==> config.mk <==
export PLATFORM = sky130hd
export DESIGN_NAME = wheel_encoder_odometry_unit
export DESIGN_NICKNAME = d
export VERILOG_FILES = /design/src/weo_pkg.sv /design/src/wheel_encoder_odometry_unit.sv
export VERILOG_INCLUDE_DIRS = /design/src /design/src/src
export SDC_FILE = /design/constraint.sdc
export NUM_CORES = 2
export LEC_CHECK = 0
export BUFFER_PORTS_ARGS = -buffer_cell sky130_fd_sc_hd__buf_2
export CORE_ASPECT_RATIO = 0.8
export CORE_MARGIN = 1.5
export CORE_UTILIZATION = 35
export DETAILED_ROUTE_END_ITERATION = 8
export SLEW_MARGIN = 5
export SYNTH_ARGS = -nofsm -noshare
export SYNTH_HDL_FRONTEND = slang
export SYNTH_SLANG_ARGS = --single-unit
==> constraint.sdc <==
create_clock -name clock -period 12.4 [get_ports clock]
set_clock_uncertainty 0.15 [all_clocks]
set_input_delay 1.86 -clock clock [delete_from_list [all_inputs] [get_ports clock]]
set_output_delay 1.86 -clock clock [all_outputs]
set_load 0.02 [all_outputs]
==> src/assert_macros.svh <==
// Assertion macros shared by the RTL
`ifndef ASSERT_MACROS_SVH
`define ASSERT_MACROS_SVH

// condition must hold in the same cycle as the trigger
`define ASSERT_SAME(lbl, clk, rst, pre, post, msg) \
   lbl: assert property (@(posedge clk) disable iff (rst) (pre) |-> (post)) else $error(msg);

// condition must hold in the cycle after the trigger
`define ASSERT_NEXT(lbl, clk, rst, pre, post, msg) \
   lbl: assert property (@(posedge clk) disable iff (rst) (pre) |=> (post)) else $error(msg);

`endif

==> src/weo_pkg.sv <==
// Types, constants and helpers for the wheel encoder odometry unit
`timescale 1ns / 1ps

package weo_pkg;

   localparam int CountWidth  = 17;
   localparam int PrevWidth   = 16;
   localparam int PeriodWidth = 24;
   localparam int RptWidth    = 24;
   localparam int PosWidth    = 48;
   localparam int VelWidth    = 40;
   localparam int StepWidth   = 41;
   localparam int MagWidth    = 40;
   localparam int ScaleWidth  = 20;
   localparam int ProdWidth   = 60;
   localparam int QuotWidth   = 40;
   localparam int CsrIdxWidth = 2;
   localparam int BitCntWidth = $clog2(ScaleWidth);
   localparam int DivCntWidth = $clog2(QuotWidth);

   localparam logic [ScaleWidth-1:0]  US_PER_S    = 20'd1000000;
   localparam logic [RptWidth-1:0]    RPT_RESET   = 24'd25736;
   localparam logic [PeriodWidth-1:0] PERIOD_HOLD = 24'd1;
   localparam logic [VelWidth-1:0]    VEL_MAX     = {1'b0, {(VelWidth-1){1'b1}}};
   localparam logic [VelWidth-1:0]    VEL_MIN     = {1'b1, {(VelWidth-1){1'b0}}};

   localparam logic KIND_REPORT  = 1'b0;
   localparam logic KIND_RESTART = 1'b1;

   typedef enum logic [CsrIdxWidth-1:0] {
      CSR_INCREMENTAL = 2'd0,
      CSR_RPT_LEFT    = 2'd1,
      CSR_RPT_RIGHT   = 2'd2
   } csr_index_type;

   typedef enum logic [2:0] {
      ST_IDLE,
      ST_MULT,
      ST_STEP,
      ST_SCALE,
      ST_CHECK,
      ST_DIVIDE,
      ST_FINISH
   } state_type;

   // signed velocity from magnitude quotient, clamped to 40 bits
   function automatic logic [VelWidth-1:0] sat_velocity(input logic neg, input logic ovf,
                                                        input logic [QuotWidth-1:0] q);
      logic big;
      big = ovf | q[QuotWidth-1];
      if (!neg) begin
         return big ? VEL_MAX : q;
      end
      return big ? VEL_MIN : VelWidth'(-q);
   endfunction

endpackage

==> src/wheel_encoder_odometry_unit.sv <==
// Wheel encoder odometry: positions and velocities of two wheels from encoder reports
//
// Usage:
//  - req_*: one encoder report word (kind, left/right count, period in us), taken at an
//    edge with req_valid high and req_stall low. Reports are handled one at a time.
//  - rsp_*: one result word per report (both positions and velocities), held in an output
//    register until taken (rsp_valid high, rsp_stall low). The next report is worked on
//    while a result waits; only the final load waits for the output register to free up.
//  - csr_*: register writes (index 0 mode, 1 left rad/tick, 2 right rad/tick), always
//    ready, to be written while no report is in flight. Other indexes are ignored.
// Steps from acceptance to rsp_valid for a report that updates velocity: a multiply, a
//  step add, bit-serial scaling by 1e6, a range check, restoring division one quotient
//  bit per cycle, and a load. A restart or the first absolute report goes straight to
//  the load; a report with period of 1 us or less goes from the step add to the load.
//  A new report is taken only once the previous one is loaded and the unit is idle.
// Reset (synchronous) clears positions, velocities, stored counts and restores the
//  register defaults. A stalled receiver holds the result and, once a second result is
//  ready, holds the unit in its final state with req_stall high.
`timescale 1ns / 1ps
`include "assert_macros.svh"

module wheel_encoder_odometry_unit
   import weo_pkg::*;
(
   input  logic                          clock,
   input  logic                          reset,
   input  logic                          req_valid,
   output logic                          req_stall,
   input  logic                          req_kind,
   input  logic signed [CountWidth-1:0]  req_count_left,
   input  logic signed [CountWidth-1:0]  req_count_right,
   input  logic        [PeriodWidth-1:0] req_period_us,
   output logic                          rsp_valid,
   input  logic                          rsp_stall,
   output logic signed [PosWidth-1:0]    rsp_position_left,
   output logic signed [PosWidth-1:0]    rsp_position_right,
   output logic signed [VelWidth-1:0]    rsp_velocity_left,
   output logic signed [VelWidth-1:0]    rsp_velocity_right,
   input  logic                          csr_valid,
   output logic                          csr_ready,
   input  logic        [CsrIdxWidth-1:0] csr_index,
   input  logic        [RptWidth-1:0]    csr_wdata
);

   localparam logic [DivCntWidth-1:0] DIV_LAST  = DivCntWidth'(QuotWidth - 1);
   localparam logic [BitCntWidth-1:0] SCALE_TOP = BitCntWidth'(ScaleWidth - 1);

   state_type state_ff, state_in;

   logic                          incr_ff, incr_in;
   logic        [RptWidth-1:0]    rpt_ff [2];
   logic        [RptWidth-1:0]    rpt_in [2];
   logic                          have_prev_ff, have_prev_in;
   logic        [PrevWidth-1:0]   prev_ff [2];
   logic        [PrevWidth-1:0]   prev_in [2];
   logic signed [PosWidth-1:0]    pos_ff [2];
   logic signed [PosWidth-1:0]    pos_in [2];
   logic signed [VelWidth-1:0]    vel_ff [2];
   logic signed [VelWidth-1:0]    vel_in [2];
   logic                          rsp_valid_ff, rsp_valid_in;

   logic signed [CountWidth-1:0]  delta_ff [2];
   logic signed [CountWidth-1:0]  delta_in [2];
   logic        [PeriodWidth-1:0] period_ff, period_in;
   logic                          vel_upd_ff, vel_upd_in;
   logic signed [StepWidth-1:0]   step_ff [2];
   logic signed [StepWidth-1:0]   step_in [2];
   logic                          neg_ff [2];
   logic                          neg_in [2];
   logic        [MagWidth-1:0]    mag_ff [2];
   logic        [MagWidth-1:0]    mag_in [2];
   logic        [ProdWidth-1:0]   acc_ff [2];
   logic        [ProdWidth-1:0]   acc_in [2];
   logic        [BitCntWidth-1:0] bit_cnt_ff, bit_cnt_in;
   logic                          ovf_ff [2];
   logic                          ovf_in [2];
   logic        [PeriodWidth-1:0] rem_ff [2];
   logic        [PeriodWidth-1:0] rem_in [2];
   logic        [QuotWidth-1:0]   dq_ff [2];
   logic        [QuotWidth-1:0]   dq_in [2];
   logic        [DivCntWidth-1:0] div_cnt_ff, div_cnt_in;
   logic signed [PosWidth-1:0]    rsp_pos_ff [2];
   logic signed [PosWidth-1:0]    rsp_pos_in [2];
   logic signed [VelWidth-1:0]    rsp_vel_ff [2];
   logic signed [VelWidth-1:0]    rsp_vel_in [2];

   logic accept;
   logic rsp_free;
   logic load_rsp;

   // ---------------------------------------------------------------- state machine
   always_comb begin : next_state
      state_in = state_ff;
      case (state_ff)
         ST_IDLE: begin
            if (req_valid) begin
               if (req_kind == KIND_RESTART) begin
                  state_in = ST_FINISH;
               end else if (incr_ff || have_prev_ff) begin
                  state_in = ST_MULT;
               end else begin
                  state_in = ST_FINISH;
               end
            end
         end
         ST_MULT:   state_in = ST_STEP;
         ST_STEP:   state_in = vel_upd_ff ? ST_SCALE : ST_FINISH;
         ST_SCALE: begin
            if (bit_cnt_ff == '0) begin
               state_in = ST_CHECK;
            end
         end
         ST_CHECK:  state_in = ST_DIVIDE;
         ST_DIVIDE: begin
            if (div_cnt_ff == DIV_LAST) begin
               state_in = ST_FINISH;
            end
         end
         ST_FINISH: begin
            if (rsp_free) begin
               state_in = ST_IDLE;
            end
         end
         default:   state_in = ST_IDLE;
      endcase
   end

   always_comb begin : fsm_outputs
      req_stall = (state_ff != ST_IDLE);
      accept    = req_valid && (state_ff == ST_IDLE);
      rsp_free  = !rsp_valid_ff || !rsp_stall;
      load_rsp  = (state_ff == ST_FINISH) && rsp_free;
   end

   // ---------------------------------------------------------------- datapath
   always_comb begin : datapath
      logic        [PrevWidth-1:0]   wrap     [2];
      logic        [PrevWidth-1:0]   now_cnt  [2];
      logic signed [CountWidth-1:0]  in_cnt   [2];
      logic signed [StepWidth:0]     prod     [2];
      logic        [ScaleWidth-1:0]  hi       [2];
      logic        [PeriodWidth:0]   trial    [2];
      logic                          fit      [2];
      logic        [VelWidth-1:0]    new_vel  [2];

      incr_in      = incr_ff;
      have_prev_in = have_prev_ff;
      period_in    = period_ff;
      vel_upd_in   = vel_upd_ff;
      bit_cnt_in   = bit_cnt_ff;
      div_cnt_in   = div_cnt_ff;
      rsp_valid_in = rsp_valid_ff && rsp_stall;
      in_cnt[0]    = req_count_left;
      in_cnt[1]    = req_count_right;

      for (int w = 0; w < 2; w++) begin
         rpt_in[w]     = rpt_ff[w];
         prev_in[w]    = prev_ff[w];
         pos_in[w]     = pos_ff[w];
         vel_in[w]     = vel_ff[w];
         delta_in[w]   = delta_ff[w];
         step_in[w]    = step_ff[w];
         neg_in[w]     = neg_ff[w];
         mag_in[w]     = mag_ff[w];
         acc_in[w]     = acc_ff[w];
         ovf_in[w]     = ovf_ff[w];
         rem_in[w]     = rem_ff[w];
         dq_in[w]      = dq_ff[w];
         rsp_pos_in[w] = rsp_pos_ff[w];
         rsp_vel_in[w] = rsp_vel_ff[w];
         now_cnt[w]    = in_cnt[w][PrevWidth-1:0];
         wrap[w]       = now_cnt[w] - prev_ff[w];
         prod[w]       = delta_ff[w] * $signed({1'b0, rpt_ff[w]});
         hi[w]         = acc_ff[w][ProdWidth-1:QuotWidth];
         trial[w]      = {rem_ff[w], dq_ff[w][QuotWidth-1]};
         fit[w]        = trial[w] >= {1'b0, period_ff};
         new_vel[w]    = sat_velocity(neg_ff[w], ovf_ff[w], dq_ff[w]);
      end

      if (csr_valid) begin
         case (csr_index)
            CSR_INCREMENTAL: incr_in   = csr_wdata[0];
            CSR_RPT_LEFT:    rpt_in[0] = csr_wdata;
            CSR_RPT_RIGHT:   rpt_in[1] = csr_wdata;
            default:         ;
         endcase
      end

      if (accept) begin
         period_in  = req_period_us;
         vel_upd_in = (req_kind == KIND_REPORT) && (incr_ff || have_prev_ff) &&
                      (req_period_us > PERIOD_HOLD);
         if (req_kind == KIND_RESTART) begin
            have_prev_in = 1'b0;
         end else if (incr_ff) begin
            for (int w = 0; w < 2; w++) begin
               delta_in[w] = in_cnt[w];
            end
         end else if (!have_prev_ff) begin
            // first absolute word only primes the counters
            have_prev_in = 1'b1;
            for (int w = 0; w < 2; w++) begin
               prev_in[w] = now_cnt[w];
               vel_in[w]  = '0;
            end
         end else begin
            for (int w = 0; w < 2; w++) begin
               delta_in[w] = {wrap[w][PrevWidth-1], wrap[w]};
               prev_in[w]  = now_cnt[w];
            end
         end
      end

      case (state_ff)
         ST_MULT: begin
            for (int w = 0; w < 2; w++) begin
               step_in[w] = prod[w][StepWidth-1:0];
            end
         end
         ST_STEP: begin
            bit_cnt_in = SCALE_TOP;
            for (int w = 0; w < 2; w++) begin
               pos_in[w] = pos_ff[w] + PosWidth'(step_ff[w]);
               neg_in[w] = step_ff[w][StepWidth-1];
               mag_in[w] = step_ff[w][StepWidth-1] ? MagWidth'(-step_ff[w])
                                                   : MagWidth'(step_ff[w]);
               acc_in[w] = '0;
            end
         end
         ST_SCALE: begin
            // Horner over the bits of 1e6, most significant first
            bit_cnt_in = bit_cnt_ff - 1'b1;
            for (int w = 0; w < 2; w++) begin
               acc_in[w] = {acc_ff[w][ProdWidth-2:0], 1'b0} +
                           (US_PER_S[bit_cnt_ff] ? ProdWidth'(mag_ff[w]) : '0);
            end
         end
         ST_CHECK: begin
            // top part already >= period means quotient needs more than 40 bits
            div_cnt_in = '0;
            for (int w = 0; w < 2; w++) begin
               ovf_in[w] = PeriodWidth'(hi[w]) >= period_ff;
               rem_in[w] = PeriodWidth'(hi[w]);
               dq_in[w]  = acc_ff[w][QuotWidth-1:0];
            end
         end
         ST_DIVIDE: begin
            div_cnt_in = div_cnt_ff + 1'b1;
            for (int w = 0; w < 2; w++) begin
               rem_in[w] = fit[w] ? PeriodWidth'(trial[w] - {1'b0, period_ff})
                                  : trial[w][PeriodWidth-1:0];
               dq_in[w]  = {dq_ff[w][QuotWidth-2:0], fit[w]};
            end
         end
         ST_FINISH: begin
            if (load_rsp) begin
               rsp_valid_in = 1'b1;
               for (int w = 0; w < 2; w++) begin
                  rsp_pos_in[w] = pos_ff[w];
                  rsp_vel_in[w] = vel_upd_ff ? new_vel[w] : vel_ff[w];
                  if (vel_upd_ff) begin
                     vel_in[w] = new_vel[w];
                  end
               end
            end
         end
         default: ;
      endcase
   end

   // ---------------------------------------------------------------- registers
   always_ff @(posedge clock) begin
      if (reset) begin
         state_ff     <= ST_IDLE;
         incr_ff      <= 1'b0;
         have_prev_ff <= 1'b0;
         rsp_valid_ff <= 1'b0;
         for (int w = 0; w < 2; w++) begin
            rpt_ff[w]  <= RPT_RESET;
            prev_ff[w] <= '0;
            pos_ff[w]  <= '0;
            vel_ff[w]  <= '0;
         end
      end else begin
         state_ff     <= state_in;
         incr_ff      <= incr_in;
         have_prev_ff <= have_prev_in;
         rsp_valid_ff <= rsp_valid_in;
         for (int w = 0; w < 2; w++) begin
            rpt_ff[w]  <= rpt_in[w];
            prev_ff[w] <= prev_in[w];
            pos_ff[w]  <= pos_in[w];
            vel_ff[w]  <= vel_in[w];
         end
      end
   end

   always_ff @(posedge clock) begin
      period_ff  <= period_in;
      vel_upd_ff <= vel_upd_in;
      bit_cnt_ff <= bit_cnt_in;
      div_cnt_ff <= div_cnt_in;
      for (int w = 0; w < 2; w++) begin
         delta_ff[w]   <= delta_in[w];
         step_ff[w]    <= step_in[w];
         neg_ff[w]     <= neg_in[w];
         mag_ff[w]     <= mag_in[w];
         acc_ff[w]     <= acc_in[w];
         ovf_ff[w]     <= ovf_in[w];
         rem_ff[w]     <= rem_in[w];
         dq_ff[w]      <= dq_in[w];
         rsp_pos_ff[w] <= rsp_pos_in[w];
         rsp_vel_ff[w] <= rsp_vel_in[w];
      end
   end

   assign csr_ready          = 1'b1;
   assign rsp_valid          = rsp_valid_ff;
   assign rsp_position_left  = rsp_pos_ff[0];
   assign rsp_position_right = rsp_pos_ff[1];
   assign rsp_velocity_left  = rsp_vel_ff[0];
   assign rsp_velocity_right = rsp_vel_ff[1];

   // ---------------------------------------------------------------- assertions
   `ASSERT_NEXT(a_accept_starts, clock, reset, accept, state_ff != ST_IDLE, "word accepted but unit stayed idle")
   `ASSERT_SAME(a_rem_below_period, clock, reset, (state_ff == ST_DIVIDE) && !ovf_ff[0], rem_ff[0] < period_ff, "divider remainder out of range")
   `ASSERT_NEXT(a_finish_holds, clock, reset, (state_ff == ST_FINISH) && rsp_valid_ff && rsp_stall, state_ff == ST_FINISH, "result overwritten while stalled")
   `ASSERT_NEXT(a_abs_primes, clock, reset, accept && (req_kind == KIND_REPORT) && !incr_ff, have_prev_ff, "absolute report did not record counts")

endmodule
==> impl_metrics.env <==
export IMPL_maxCapViolations=0
export IMPL_grt_pass1_wl_um=332600
export IMPL_ys_seq_area_share_pct=32.38
export IMPL_post_route_util_pct=38.81
export IMPL_netlist_area_sq_mm=0.07746
export IMPL_regToRegSetupSlack_ps=4830
export IMPL_fmax_ghz=0.1322
export IMPL_final_cell_area_sq_mm=0.08541
export IMPL_cp_start_kind="flip-flop"
export IMPL_synth_top_area_share_pct=25.59
export IMPL_p_total_mw=18.22
export IMPL_wirelength_um=212900
export IMPL_wl_per_cell_um=18.65
export IMPL_num_vias=58400
export IMPL_rows=154
export IMPL_ys_top_cells_by_count="1229 x nand2_1, 941 x inv_1, 666 x fa_1"
export IMPL_post_cts_buffers=0
export IMPL_nets=9685
export IMPL_io_buffers=267
export IMPL_instances_no_fill=11420
export IMPL_die_h_um=423.8
export IMPL_post_route_period_util_pct=61.01
export IMPL_post_cts_resized=0
export IMPL_crit_type="flip-flop to flip-flop"
export IMPL_yosysTopAreaCell="edfxtp_1"
export IMPL_drive_above_1_share_pct=7.077
export IMPL_grt_pass1_vias=57240
export IMPL_fin_crit_ps=7565
export IMPL_nFillCells=21880
export IMPL_core_sq_mm=0.2200
export IMPL_viasPerCell=5.116
export IMPL_pin_count=269
export IMPL_ant_nets=0
export IMPL_hpwl_um=161700
export IMPL_clk_pin_slew_ps=70
export IMPL_r2r_start="delta_ff[0][5]"
export IMPL_leakage_nw=37.14
export IMPL_syn_nets=9612
export IMPL_clock_sinks=923
export IMPL_cts_tree="done"
export IMPL_synthArstFlopShare_pct=0
export IMPL_synth_ff_type="edfxtp_1"
export IMPL_ir_drop_uv=186.4
export IMPL_cts_buffers=105
export IMPL_syn2layout_area_growth_pct=10.26
export IMPL_crit_required_ps=12720
export IMPL_antenna_found_initial=12
export IMPL_status="complete, no violations"
export IMPL_yosysWarnings=0
export IMPL_setup_viol=0
export IMPL_worstSetupEndpoint="step_ff[0][40]"
export IMPL_place_area_sq_mm=0.08169
export IMPL_grt_usage_pct=18.71
export IMPL_slew_headroom_pct=26.64
export IMPL_slew_viol_final=0
export IMPL_gp_congestion=0.9048
export IMPL_yosysMostFrequentCell="nand2_1"
export IMPL_grt_start_max_net_pins=179
export IMPL_synth_edf_count=660
export IMPL_fin_ws_ps=4835
export IMPL_syn_area_per_cell_sq_um=9.349
export IMPL_hold_viol_final=0
export IMPL_min_path_type="flip-flop to flip-flop"
export IMPL_start_util_pct=35.20
export IMPL_cts_buffer_depth=3
export IMPL_syn_inst=8285
export IMPL_cp_data_arrival_time_ps=7890
export IMPL_die_area_sq_mm=0.2242
export IMPL_grt_overflow=0
export IMPL_timing_rr_end="step_ff[0][40]"
export IMPL_synth_area_leaders="edfxtp_1 26%, fa_1 17%, ha_1 9.2%"
export IMPL_remaining_drc_errors=0
export IMPL_die_w_um=529.0
export IMPL_ys_types=78
export IMPL_clk_latency_ps=770
export IMPL_cellPowerDensity_mw_per_mm2=213.3
export IMPL_worstMarginPinSlew_ps=1100
export IMPL_cp_max_fo=24
export IMPL_pre_cts_slack_ps=4874
export IMPL_dp_cells=11220
export IMPL_crit_start="delta_ff[0][5]"
export IMPL_rsz0062_at_grt="false"
export IMPL_firstDrtPassIters=8
export IMPL_critPathCaptureType="flip-flop"
export IMPL_cts_max_level=3
export IMPL_cts_root_buf="clkbuf_16"
export IMPL_ys_seq_elements=923
export IMPL_hold_buffers=0
export IMPL_initialDrtViolationCount=4412
export IMPL_rr_worst_depth=20
export IMPL_hold_ws_ps=305.0
export IMPL_setup_tns_ps=0
## how the worst min path moves through the flow
| stage | from | endpoint | slack, ps | cells after the start |
|---|---|---|---|---|
| floorplan | pos_ff[0][47] | rsp_pos_ff[0][47] | 270 | 0 |
| global placement | vel_ff[0][4] | vel_ff[0][4] | 290 | 2 |
| detailed placement | vel_ff[0][4] | vel_ff[0][4] | 300 | 2 |
| CTS | vel_ff[0][4] | vel_ff[0][4] | 310 | 2 |
| global route | prev_ff[0][11] | prev_ff[0][11] | 330 | 2 |
| finish | prev_ff[0][11] | prev_ff[0][11] | 310 | 2 |
## state kept, by name, summed over array words and instances (netlist names), 3 cells and up, named ones only
name and cells:
acc_ff 120, bit_cnt_ff 5, delta_ff 34, div_cnt_ff 6, dq_ff 80, mag_ff 80
period_ff 24, pos_ff 96, prev_ff 32, rem_ff 48, rpt_ff 48, rsp_pos_ff 96
rsp_vel_ff 80, state_ff 3, step_ff 82, vel_ff 80
## power by group
part           internal [mW]  switching [mW]
clock network           1.93            1.41
registers               4.58           0.808
logic                   3.75            5.73
total                   10.3            7.96
## kinds of logic (layout without fill, tap and decap cells)
logic type      after synthesis  count (layout)  share of synthesized area, %
compound gates             1526            1526                         12.15
other cells                   1               3                      0.004841
simple gates               2788            2788                         16.75
xor+xnor                    430             430                         4.862
fa+ha+maj                  1237            1237                         26.44
flops                       923             923                         32.38
mux                          81              81                         1.106
buf+inv                    1299            1464                         6.303
## cells in the final DEF (no fill, tap or decap), types with 18 or more instances in the layout
| master | Yosys | layout |
|---|---|---|
| buf_2 | 2 | 266 |
| and2_1 | 473 | 472 |
| nor4_1 | 19 | 19 |
| a22oi_1 | 39 | 39 |
| o31ai_1 | 52 | 52 |
| o41ai_1 | 19 | 19 |
| o22ai_1 | 27 | 27 |
| o21bai_1 | 41 | 41 |
| a21oi_1 | 552 | 551 |
| nand3_1 | 90 | 90 |
| o21a_1 | 40 | 40 |
| clkinv_2 | 0 | 25 |
| nand3b_1 | 18 | 18 |
| nand4_1 | 40 | 40 |
| nand2b_1 | 78 | 77 |
| or3_1 | 38 | 38 |
| a211oi_1 | 37 | 37 |
| clkbuf_16 | 0 | 112 |
| buf_4 | 1 | 53 |
| dfxtp_1 | 263 | 261 |
| mux2i_1 | 44 | 44 |
| a31oi_1 | 56 | 55 |
| nor3_1 | 81 | 79 |
| a21o_1 | 189 | 189 |
| edfxtp_1 | 660 | 660 |
| fa_1 | 666 | 666 |
| ha_1 | 571 | 571 |
| nor2b_1 | 59 | 58 |
| and3_1 | 51 | 51 |
| nand2_1 | 1229 | 1227 |
| nor2_1 | 532 | 527 |
| inv_1 | 941 | 940 |
| xor2_1 | 161 | 161 |
| mux2_2 | 37 | 37 |
| or2_2 | 18 | 18 |
| a21boi_0 | 20 | 20 |
| xnor2_1 | 269 | 269 |
| a22o_1 | 27 | 27 |
| o21ai_0 | 312 | 312 |
## metal layers
layer	up-vias	share of wire, %	global-route usage (%)
met5	-	0.032	0
met4	12	2.3	4.530
met3	281	6.2	2.927
met2	1664	43	28.05
met1	28600	49	27.96
li1	27850	-	-
## critical path, cell delays in order, from the launching register on
cell      delay (ps)
edfxtp_1         750
and2_1           350
fa_1             530
inv_1             50
fa_1             460
fa_1             530
inv_1             60
fa_1             550
fa_1             430
fa_1             450
ha_1             380
a21oi_1          200
o21ai_0          110
a21o_1           180
a21o_1           210
o31ai_1          490
a31oi_1          320
o41ai_1          640
o21ai_0          180
a21oi_1          200
xnor2_1           70
## layout make-up
cell class | count | area (sq um) | area share [%]
antenna | 2 | 5.005 | 0.005860
clock buffer | 121 | 2860 | 3.349
clock inverter | 78 | 852.1 | 0.9976
inverter | 944 | 3551 | 4.158
multi-input combinational | 6063 | 47580 | 55.71
sequential | 923 | 25090 | 29.37
tap | 2964 | 3709 | 4.342
timing repair buffer | 321 | 1763 | 2.064
(Power assumes the default switching activity.)
